$ cat src/assert_macros.svh
// assertion macros for the page cache controller
// no dependencies; included by files that carry concurrent checks
`ifndef ASSERT_MACROS_SVH
`define ASSERT_MACROS_SVH
`ifndef SYNTH
`define LPC_ASSERT(lbl, clk, rstn, prop, msg) \
    lbl: assert property (@(posedge clk) disable iff (!rstn) prop) else $error(msg);
`define LPC_NEVER(lbl, clk, rstn, expr, msg) \
    lbl: assert property (@(posedge clk) disable iff (!rstn) !(expr)) else $error(msg);
`else
`define LPC_ASSERT(lbl, clk, rstn, prop, msg)
`define LPC_NEVER(lbl, clk, rstn, expr, msg)
`endif
`endif

$ cat src/lpc_pkg.sv
// constants, widths and shared types of the page cache controller
// no dependencies; used by the interfaces, the slot compare unit and the top level
package lpc_pkg;

    localparam int SLOT_COUNT   = 16;
    localparam int PAGE_BYTES   = 256;
    localparam int MEMORY_BYTES = 1048576;

    localparam int ADDR_W  = 32;
    localparam int STAMP_W = 32;
    localparam int PAGE_FW = 12;
    localparam int OFF_FW  = 8;
    localparam int SLOT_FW = 4;

    localparam int SLOT_W = (SLOT_COUNT > 1) ? $clog2(SLOT_COUNT) : 1;
    localparam int OFF_W  = $clog2(PAGE_BYTES);

    localparam logic [ADDR_W-1:0] MEM_LIMIT = ADDR_W'(MEMORY_BYTES);
    localparam logic [ADDR_W-1:0] ADDR_FOLD = ADDR_W'(MEMORY_BYTES - 1);
    localparam logic [ADDR_W-1:0] OFF_MASK  = ADDR_W'(PAGE_BYTES - 1);
    localparam logic [SLOT_W-1:0] SLOT_TOP  = SLOT_W'(SLOT_COUNT - 1);

    typedef logic [PAGE_FW-1:0] t_page;
    typedef logic [STAMP_W-1:0] t_stamp;
    typedef logic [SLOT_W-1:0]  t_slot_idx;

    typedef enum logic [2:0] {
        ST_IDLE = 3'b001,
        ST_SCAN = 3'b010,
        ST_DONE = 3'b100
    } t_state;

    typedef struct packed {
        t_page  page_q;
        t_page  page_key;
        logic   present;
        t_stamp stamp_q;
        logic   vic_set;
        logic   vic_present;
        t_stamp vic_stamp;
    } t_cmp_in;

    typedef struct packed {
        logic hit;
        logic take;
    } t_cmp_res;

endpackage

$ cat src/lpc_in_if.sv
// access channel: valid/ready handshake carrying one access item
// depends on lpc_pkg for field widths
interface lpc_in_if;
    logic                       valid;
    logic                       ready;
    logic [lpc_pkg::ADDR_W-1:0]  address;
    logic                       is_write;
    logic [lpc_pkg::STAMP_W-1:0] time_stamp;

    modport source (output valid, address, is_write, time_stamp, input ready);
    modport sink   (input valid, address, is_write, time_stamp, output ready);
endinterface

$ cat src/lpc_out_if.sv
// result channel: valid/ready handshake carrying one lookup result item
// depends on lpc_pkg for field widths
interface lpc_out_if;
    logic                       valid;
    logic                       ready;
    logic                       fault;
    logic                       hit;
    logic [lpc_pkg::SLOT_FW-1:0] slot;
    logic [lpc_pkg::OFF_FW-1:0]  page_offset;
    logic                       writeback_valid;
    logic [lpc_pkg::PAGE_FW-1:0] writeback_page;
    logic                       fill_valid;
    logic [lpc_pkg::PAGE_FW-1:0] fill_page;

    modport source (output valid, fault, hit, slot, page_offset, writeback_valid,
                    writeback_page, fill_valid, fill_page, input ready);
    modport sink   (input valid, fault, hit, slot, page_offset, writeback_valid,
                    writeback_page, fill_valid, fill_page, output ready);
endinterface

$ cat src/lpc_slot_cmp.sv
// shared slot compare unit: page match and victim preference for one slot
// depends on lpc_pkg for t_cmp_in and t_cmp_res
module lpc_slot_cmp (
    input  lpc_pkg::t_cmp_in  i_cmp,
    output lpc_pkg::t_cmp_res o_res
);

    always_comb begin
        o_res.hit  = i_cmp.present && (i_cmp.page_q == i_cmp.page_key);
        o_res.take = !i_cmp.vic_set || !i_cmp.present
                     || (i_cmp.vic_present && (i_cmp.stamp_q < i_cmp.vic_stamp));
    end

endmodule

$ cat src/lru_page_cache_controller.sv
// top level of the fully associative lru page cache map
// depends on lpc_pkg, lpc_in_if, lpc_out_if, lpc_slot_cmp and assert_macros.svh
//
// channel   dir  port    fields
// access    in   i_acc   address, is_write, time_stamp
// result    out  o_res   fault, hit, slot, page_offset, writeback_valid/page,
//                        fill_valid/page
//
// one slot is compared per cycle, highest index first, through one compare unit
// a miss compares every slot; a hit in slot k ends the scan after slot k
// a fault skips the scan and touches no slot
// ready only while idle; a finished item waits in the state until the result
// register is free, and the result register holds through any stall
// synchronous active-low reset clears valid and dirty bits; pages and stamps
// are read only behind a valid bit
module lru_page_cache_controller (
    input  logic            i_clk,
    input  logic            i_rst_n,
    lpc_in_if.sink          i_acc,
    lpc_out_if.source       o_res
);

`include "assert_macros.svh"

    lpc_pkg::t_state    r_state;
    lpc_pkg::t_state    n_state;

    lpc_pkg::t_page     r_page;
    logic [lpc_pkg::OFF_FW-1:0] r_off;
    logic               r_wr;
    lpc_pkg::t_stamp    r_now;
    logic               r_fault;

    lpc_pkg::t_slot_idx r_rd_idx;
    logic               r_rd_more;
    logic               r_cmp_vld;
    lpc_pkg::t_slot_idx r_cmp_idx;

    logic               r_vic_set;
    lpc_pkg::t_slot_idx r_vic_idx;
    logic               r_vic_present;
    logic               r_vic_dirty;
    lpc_pkg::t_page     r_vic_page;
    lpc_pkg::t_stamp    r_vic_stamp;

    logic               r_found;
    lpc_pkg::t_slot_idx r_use_idx;

    logic [lpc_pkg::SLOT_COUNT-1:0] r_present;
    logic [lpc_pkg::SLOT_COUNT-1:0] r_dirty;

    lpc_pkg::t_page     mem_page  [lpc_pkg::SLOT_COUNT];
    lpc_pkg::t_stamp    mem_stamp [lpc_pkg::SLOT_COUNT];
    lpc_pkg::t_page     r_pg_q;
    lpc_pkg::t_stamp    r_st_q;

    logic               r_out_vld;
    logic               r_out_fault;
    logic               r_out_hit;
    logic [lpc_pkg::SLOT_FW-1:0] r_out_slot;
    logic [lpc_pkg::OFF_FW-1:0]  r_out_off;
    logic               r_out_wb_vld;
    lpc_pkg::t_page     r_out_wb_page;
    logic               r_out_fill_vld;
    lpc_pkg::t_page     r_out_fill_page;

    logic                        w_accept;
    logic                        w_fault;
    logic [lpc_pkg::ADDR_W-1:0]  w_masked;
    lpc_pkg::t_page              w_page;
    logic [lpc_pkg::OFF_FW-1:0]  w_off;
    logic                        w_free;
    logic                        w_finish;
    lpc_pkg::t_slot_idx          w_use;
    logic                        w_wb;
    lpc_pkg::t_cmp_in            w_cmp_in;
    lpc_pkg::t_cmp_res           w_cmp;

    assign i_acc.ready = (r_state == lpc_pkg::ST_IDLE);
    assign w_accept    = i_acc.valid && i_acc.ready;
    assign w_fault     = i_acc.address > lpc_pkg::MEM_LIMIT;
    assign w_masked    = i_acc.address & lpc_pkg::ADDR_FOLD;
    assign w_page      = lpc_pkg::PAGE_FW'(w_masked >> lpc_pkg::OFF_W);
    assign w_off       = lpc_pkg::OFF_FW'(w_masked & lpc_pkg::OFF_MASK);

    assign w_free   = !r_out_vld || o_res.ready;
    assign w_finish = (r_state == lpc_pkg::ST_DONE) && w_free;
    assign w_use    = r_found ? r_use_idx : r_vic_idx;
    assign w_wb     = !r_fault && !r_found && r_vic_present && r_vic_dirty;

    always_comb begin
        w_cmp_in.page_q      = r_pg_q;
        w_cmp_in.page_key    = r_page;
        w_cmp_in.present     = r_present[r_cmp_idx];
        w_cmp_in.stamp_q     = r_st_q;
        w_cmp_in.vic_set     = r_vic_set;
        w_cmp_in.vic_present = r_vic_present;
        w_cmp_in.vic_stamp   = r_vic_stamp;
    end

    lpc_slot_cmp u_cmp (
        .i_cmp (w_cmp_in),
        .o_res (w_cmp)
    );

    always_comb begin
        n_state = r_state;
        case (r_state)
            lpc_pkg::ST_IDLE: begin
                if (w_accept) begin
                    n_state = w_fault ? lpc_pkg::ST_DONE : lpc_pkg::ST_SCAN;
                end
            end
            lpc_pkg::ST_SCAN: begin
                if (r_cmp_vld && (w_cmp.hit || (r_cmp_idx == '0))) begin
                    n_state = lpc_pkg::ST_DONE;
                end
            end
            lpc_pkg::ST_DONE: begin
                if (w_free) begin
                    n_state = lpc_pkg::ST_IDLE;
                end
            end
            default: n_state = lpc_pkg::ST_IDLE;
        endcase
    end

    // slot page and stamp store
    always_ff @(posedge i_clk) begin
        if ((r_state == lpc_pkg::ST_SCAN) && r_rd_more) begin
            r_pg_q <= mem_page[r_rd_idx];
            r_st_q <= mem_stamp[r_rd_idx];
        end
        if (w_finish && !r_fault) begin
            if (!r_found) begin
                mem_page[w_use] <= r_page;
            end
            mem_stamp[w_use] <= r_now;
        end
    end

    // item fields, scan datapath and result register
    always_ff @(posedge i_clk) begin
        if (w_accept) begin
            r_page   <= w_page;
            r_off    <= w_off;
            r_wr     <= i_acc.is_write;
            r_now    <= i_acc.time_stamp;
            r_fault  <= w_fault;
            r_rd_idx <= lpc_pkg::SLOT_TOP;
        end else if ((r_state == lpc_pkg::ST_SCAN) && r_rd_more && (r_rd_idx != '0)) begin
            r_rd_idx <= r_rd_idx - 1'b1;
        end
        if (r_state == lpc_pkg::ST_SCAN) begin
            r_cmp_idx <= r_rd_idx;
            if (r_cmp_vld && w_cmp.hit) begin
                r_use_idx <= r_cmp_idx;
            end
            if (r_cmp_vld && !w_cmp.hit && w_cmp.take) begin
                r_vic_idx     <= r_cmp_idx;
                r_vic_present <= r_present[r_cmp_idx];
                r_vic_dirty   <= r_dirty[r_cmp_idx];
                r_vic_page    <= r_pg_q;
                r_vic_stamp   <= r_st_q;
            end
        end
        if (w_finish) begin
            r_out_fault     <= r_fault;
            r_out_hit       <= !r_fault && r_found;
            r_out_slot      <= r_fault ? '0 : lpc_pkg::SLOT_FW'(w_use);
            r_out_off       <= r_fault ? '0 : r_off;
            r_out_wb_vld    <= w_wb;
            r_out_wb_page   <= w_wb ? r_vic_page : '0;
            r_out_fill_vld  <= !r_fault && !r_found;
            r_out_fill_page <= (!r_fault && !r_found) ? r_page : '0;
        end
    end

    // control state
    always_ff @(posedge i_clk) begin
        if (!i_rst_n) begin
            r_state   <= lpc_pkg::ST_IDLE;
            r_rd_more <= 1'b0;
            r_cmp_vld <= 1'b0;
            r_vic_set <= 1'b0;
            r_found   <= 1'b0;
            r_present <= '0;
            r_dirty   <= '0;
            r_out_vld <= 1'b0;
        end else begin
            r_state <= n_state;
            if (w_accept) begin
                r_rd_more <= 1'b1;
                r_cmp_vld <= 1'b0;
                r_vic_set <= 1'b0;
                r_found   <= 1'b0;
            end else if (r_state == lpc_pkg::ST_SCAN) begin
                r_cmp_vld <= r_rd_more;
                if (r_rd_idx == '0) begin
                    r_rd_more <= 1'b0;
                end
                if (r_cmp_vld && w_cmp.hit) begin
                    r_found <= 1'b1;
                end
                if (r_cmp_vld && !w_cmp.hit && w_cmp.take) begin
                    r_vic_set <= 1'b1;
                end
            end
            if (w_finish && !r_fault) begin
                r_present[w_use] <= 1'b1;
                r_dirty[w_use]   <= r_found ? (r_dirty[w_use] | r_wr) : r_wr;
            end
            if (w_finish) begin
                r_out_vld <= 1'b1;
            end else if (o_res.ready) begin
                r_out_vld <= 1'b0;
            end
        end
    end

    assign o_res.valid           = r_out_vld;
    assign o_res.fault           = r_out_fault;
    assign o_res.hit             = r_out_hit;
    assign o_res.slot            = r_out_slot;
    assign o_res.page_offset     = r_out_off;
    assign o_res.writeback_valid = r_out_wb_vld;
    assign o_res.writeback_page  = r_out_wb_page;
    assign o_res.fill_valid      = r_out_fill_vld;
    assign o_res.fill_page       = r_out_fill_page;

    `LPC_ASSERT(a_accept_leaves_idle, i_clk, i_rst_n,
                w_accept |=> (r_state != lpc_pkg::ST_IDLE), "accepted item did not start")
    `LPC_NEVER(a_hit_and_fill, i_clk, i_rst_n,
               r_out_vld && r_out_hit && r_out_fill_vld, "hit with fill request")
    `LPC_NEVER(a_wb_without_fill, i_clk, i_rst_n,
               r_out_vld && r_out_wb_vld && !r_out_fill_vld, "writeback without fill")
    `LPC_ASSERT(a_present_sticky, i_clk, i_rst_n,
                1'b1 |=> (($past(r_present) & ~r_present) == '0), "slot lost its valid bit")

endmodule

$ cat src/flat_wrapper.sv
// flat-port wrapper written by rule: the top's interface ports become plain ports
module lru_page_cache_controller_flat 
  (i_clk, i_rst_n, i_acc_valid, i_acc_address, i_acc_is_write, i_acc_time_stamp, i_acc_ready, o_res_valid, o_res_fault, o_res_hit, o_res_slot, o_res_page_offset, o_res_writeback_valid, o_res_writeback_page, o_res_fill_valid, o_res_fill_page, o_res_ready);
  lpc_in_if i_acc_i ();
  lpc_out_if o_res_i ();
  input  logic i_clk;
  input  logic i_rst_n;
  input wire logic [$bits(i_acc_i.valid)-1:0] i_acc_valid;
  input wire logic [$bits(i_acc_i.address)-1:0] i_acc_address;
  input wire logic [$bits(i_acc_i.is_write)-1:0] i_acc_is_write;
  input wire logic [$bits(i_acc_i.time_stamp)-1:0] i_acc_time_stamp;
  output wire logic [$bits(i_acc_i.ready)-1:0] i_acc_ready;
  output wire logic [$bits(o_res_i.valid)-1:0] o_res_valid;
  output wire logic [$bits(o_res_i.fault)-1:0] o_res_fault;
  output wire logic [$bits(o_res_i.hit)-1:0] o_res_hit;
  output wire logic [$bits(o_res_i.slot)-1:0] o_res_slot;
  output wire logic [$bits(o_res_i.page_offset)-1:0] o_res_page_offset;
  output wire logic [$bits(o_res_i.writeback_valid)-1:0] o_res_writeback_valid;
  output wire logic [$bits(o_res_i.writeback_page)-1:0] o_res_writeback_page;
  output wire logic [$bits(o_res_i.fill_valid)-1:0] o_res_fill_valid;
  output wire logic [$bits(o_res_i.fill_page)-1:0] o_res_fill_page;
  input wire logic [$bits(o_res_i.ready)-1:0] o_res_ready;
  assign i_acc_i.valid = i_acc_valid;
  assign i_acc_i.address = i_acc_address;
  assign i_acc_i.is_write = i_acc_is_write;
  assign i_acc_i.time_stamp = i_acc_time_stamp;
  assign i_acc_ready = i_acc_i.ready;
  assign o_res_valid = o_res_i.valid;
  assign o_res_fault = o_res_i.fault;
  assign o_res_hit = o_res_i.hit;
  assign o_res_slot = o_res_i.slot;
  assign o_res_page_offset = o_res_i.page_offset;
  assign o_res_writeback_valid = o_res_i.writeback_valid;
  assign o_res_writeback_page = o_res_i.writeback_page;
  assign o_res_fill_valid = o_res_i.fill_valid;
  assign o_res_fill_page = o_res_i.fill_page;
  assign o_res_i.ready = o_res_ready;
  lru_page_cache_controller u_core (.i_clk(i_clk), .i_rst_n(i_rst_n), .i_acc(i_acc_i), .o_res(o_res_i));
endmodule
$ cat config.mk
export PLATFORM = sky130hd
export DESIGN_NAME = lru_page_cache_controller_flat
export DESIGN_NICKNAME = d
export VERILOG_FILES = /design/src/lpc_pkg.sv /design/src/lpc_in_if.sv /design/src/lpc_out_if.sv /design/src/lpc_slot_cmp.sv /design/src/lru_page_cache_controller.sv /design/src/flat_wrapper.sv
export VERILOG_INCLUDE_DIRS = /design/src /design/src/src
export SDC_FILE = /design/constraint.sdc
export NUM_CORES = 1
export LEC_CHECK = 0
export BUFFER_PORTS_ARGS = -buffer_cell sky130_fd_sc_hd__buf_2
export CAP_MARGIN = 40
export CORE_ASPECT_RATIO = 1.4
export CORE_UTILIZATION = 60
export CTS_CLUSTER_SIZE = 8
export DETAILED_ROUTE_END_ITERATION = 8
export HOLD_SLACK_MARGIN = 0.05
export PLACE_DENSITY = 0.87
export SLEW_MARGIN = 20
export SYNTH_ARGS = -nofsm -noshare
export SYNTH_HDL_FRONTEND = slang
export SYNTH_SLANG_ARGS = --single-unit
$ cat constraint.sdc
create_clock -name i_clk -period 14.54 [get_ports i_clk]
set_clock_uncertainty 0.15 [all_clocks]
set_input_delay 0.727 -clock i_clk [delete_from_list [all_inputs] [get_ports i_clk]]
set_output_delay 0.727 -clock i_clk [all_outputs]
set_load 0.02 [all_outputs]
==> flow_summary_export.csv <==
group,metric,value,unit
clock_tree,numCtsBuffers,136,
yosys,synthCells,1647,
sta,hold_viol,0,
critical_path,crit_arrival,4.00,ns
sta,worst_slew_pin_slew,1.07,ns
floorplan,die_h,291,µm
pwr,irDropWorstVdd,0.0990,mV
detailed_routing,vias,18417,
detailed_routing,drtAntennaViolNets,0,
critical_path,r2r-start,"u_core.r_rd_idx[0]",
global_route,grt_max_degree,65,
floorplan,die-area,0.0608,mm²
placed_design,gp_congestion,0.894,
yosys,async_flop_share,0,
clock_tree,clkSlewWorstSetupHoldPaths,0.05,ns
sta,max_freq,0.268,GHz
floorplan,coreArea,0.0589,mm²
clock_tree,htreeDepth,4,
yosys,synth-xor-area-share,0.00342,
sta,slew_violations,0,
critical_path,required,14.81,ns
finish,nFillCells,3184,
yosys,synthSimpleGateAreaFrac,0.0252,
global_route,grt_first_pass_wirelength,131000,µm
yosys,synth_top_cell_by_area,"edfxtp_1",
hold_path,hold_class,"input port to flip-flop",
sta,finalCriticalPeriod,3.72,ns
critical_path,crit_type,"flip-flop to flip-flop",
yosys,ys.flop_type,"edfxtp_1",
critical_path,worstSetupEndpointType,"flip-flop",
yosys,synthTopCellsByArea,"edfxtp_1 75%, mux4_2 14%, dfxtp_1 2.5%, ha_1 1.1%, inv_1 0.61%",
floorplan,io_pins,111,
clock_tree,cts_sinks,944,
clock_tree,max-clock-path-buffers,3,
status,outcome,"finished, final reports clean",
pwr,power.static_leakage,0.0141,µW
sta,rsz0062_at_grt,"false",
yosys,synthAdderAreaFrac,0.0112,
hold_path,hold_end,"u_core.r_now[20]",
placed_design,place_inst,2485,
detailed_routing,route.detailed.drc,0,
flow_run,max_cap_violations,0,
yosys,yosysWarnings,0,
placed_design,dp_slack,10.80,ns
sta,slew_headroom,0.280,
clock_tree,clockRootBuffer,"clkbuf_16",
critical_path,reg2reg_depth,5,
detailed_routing,wl,89900,µm
hold_path,worstHoldStart,"i_acc_time_stamp[20]",
detailed_routing,post_drt_wl_per_cell,33.5,µm
finish,drive_above_1_share,0.295,
finish,layout_commonest_cell,"edfxtp_1",
yosys,synth_nets,1748,
global_route,grt_usage,0.304,
clock_tree,cts_setup_buffers,0,
placed_design,port_buffers,110,
critical_path,worstSetupStartpointType,"flip-flop",
detailed_routing,drtPass1Iterations,6,
sta,final.setup.worst_slack,10.82,ns
sta,finalSetupTns,0,ns
floorplan,chipWidth,209,µm
detailed_routing,drt-initial-drc-count,2322,
sta,setup_viol,0,
global_route,gr-total-overflow,0,
yosys,seq_area_frac_synth,0.778,
global_route,first_global_vias,19781,
sta,fin_crit_sh,0.256,
yosys,synth_cell_types,57,
yosys,synth_edf_count,900,
sta,hold-worst-slack,0.0788,ns
floorplan,rows,105,
yosys,syn-cell-area,0.0359,mm²
critical_path,rr_endpoint,"u_core.r_st_q[10]",
critical_path,r2r_slack,10.82,ns
finish,n_antenna_cell,0,
floorplan,start_util,0.610,
clock_tree,cts_tree,"done",
yosys,yosys-mux-area-fraction,0.149,
global_route,antenna_found_initial,0,
yosys,synth_top_area_frac,0.753,
critical_path,cp_max_fo,34,
yosys,synth.avg_cell_area,21.8,µm²
yosys,synth_top_family_by_area,"multiplexers",
pwr,power,6180,µW
yosys,synth_compound_area_frac,0.0193,
detailed_routing,via_per_inst,6.86,
yosys,synth-seq-cells,944,
clock_tree,insertion_delay,0.70,ns
placed_design,hpwlAfterDp,44400,µm
finish,layout_common_cells,"900 x edfxtp_1, 229 x mux4_2, 139 x clkbuf_16",
finish,area_growth,16.2,%
hold_path,hold-path-cell-count,1,
finish,instances_no_fill,2686,
finish,final_nets,1998,
pwr,power_density,148,mW/mm²
## worst max-delay path, cell delays in order, from the launching register on
cell	delay, ns
dfxtp_4	0.68
buf_4	0.49
buf_16	0.29
buf_4	0.64
mux4_2	0.63
mux4_2	0.50
## worst max path at each step
stage	startpoint	end	slack, ns	cells past startpoint
global placement	u_core.r_rd_idx[0]	u_core.r_st_q[19]	10.12	4
detailed placement	u_core.r_rd_idx[0]	u_core.r_st_q[8]	10.80	5
floorplan	u_core.r_state[2]	u_core.r_vic_dirty	6.54	4
global route	u_core.r_rd_idx[0]	u_core.r_st_q[10]	10.58	5
CTS	u_core.r_rd_idx[0]	u_core.r_st_q[29]	10.75	5
finish	u_core.r_rd_idx[0]	u_core.r_st_q[10]	10.82	5
## power by group
part / internal [µW] / switching (µW)
Clock: 1720 / 1130
Sequential: 3090 / 99.8
Combinational: 68.5 / 80.4
## timing repair
item,4_1_cts,5_1_grt
hold buffers,20,0
endpoints found under the hold margin,20,0
resized for setup,0,0
## routing by layer
| layer | track usage | share of wire | vias to the layer above |
|---|---|---|---|
| li1 | - | - | 7246 |
| met1 | 0.363 | 0.34 | 9534 |
| met2 | 0.532 | 0.53 | 1346 |
| met3 | 0.0500 | 0.081 | 291 |
| met4 | 0.161 | 0.047 | 0 |
| met5 | 0 | 0 | - |
## per-stage QoR
step / cell area, µm² / util
6_report: 41700 / 0.709
5_1_grt: 41700 / 0.709
4_1_cts: 41600 / 0.708
3_5_place_dp: 37700 / 0.640
3_3_place_gp: 37400 / 0.635
2_1_floorplan: 35900 / -
## registers in the layout (all words and copies together), names as in the netlist, 4 cells and up
register	flops
u_core.o_res.writeback_page	12
u_core.r_off	8
u_core.r_use_idx	4
u_core.o_res.fill_page	12
u_core.r_present	16
u_core.r_pg_q	12
u_core.mem_stamp	512
u_core.r_vic_page	12
u_core.r_dirty	16
u_core.r_vic_idx	4
u_core.o_res.page_offset	8
u_core.r_cmp_idx	4
u_core.r_now	32
u_core.r_page	12
u_core.o_res.slot	4
u_core.mem_page	192
u_core.r_st_q	32
u_core.r_vic_stamp	32
u_core.r_rd_idx	4
## layout make-up
cell class | instances | area [µm²] | share of cell area
Timing Repair Buffer | 177 | 1300 | 0.0312
Clock inverter | 13 | 205 | 0.00492
Inverter | 66 | 268 | 0.00642
Sequential cell | 944 | 27900 | 0.669
Tap cell | 749 | 937 | 0.0225
Multi-Input combinational cell | 572 | 7500 | 0.180
Clock buffer | 165 | 3580 | 0.0857
## Yosys cell counts (2+ instances only)
cell type and instances:
inv_2 5, nand3_1 8, nand2b_1 9, a22oi_1 2
buf_1 12, or3_1 2, ha_1 32, clkinv_2 2
inv_1 58, a21oi_1 27, o211ai_1 2, nor2b_1 16
o22ai_1 18, buf_2 15, o2bb2ai_1 2, mux2i_1 17
buf_4 2, and3_1 4, nor3_1 7, edfxtp_1 900
a31oi_1 4, o21a_1 15, clkbuf_1 36, nand4_1 7
xnor2_1 13, o221ai_1 3, dfxtp_1 44, and2_1 25
o21ai_0 11, mux4_2 229, nand2_1 28, a211oi_1 3
o31ai_1 2, nor3b_1 2, a2bb2oi_1 2, nor2_1 53
or3_4 3, nor4_1 8
## kinds of logic (layout without fill, tap and decap cells)
group / Yosys count / after routing
DFF: 944 / 944
adders and majority gates: 32 / 32
xor gates and xnor gates: 14 / 14
AOI/OAI and AO/OA: 103 / 103
muxes: 247 / 247
buffers and inverters: 131 / 421
and+or+nand+nor: 176 / 176
No activity file was read; power rests on OpenSTA's default activity.
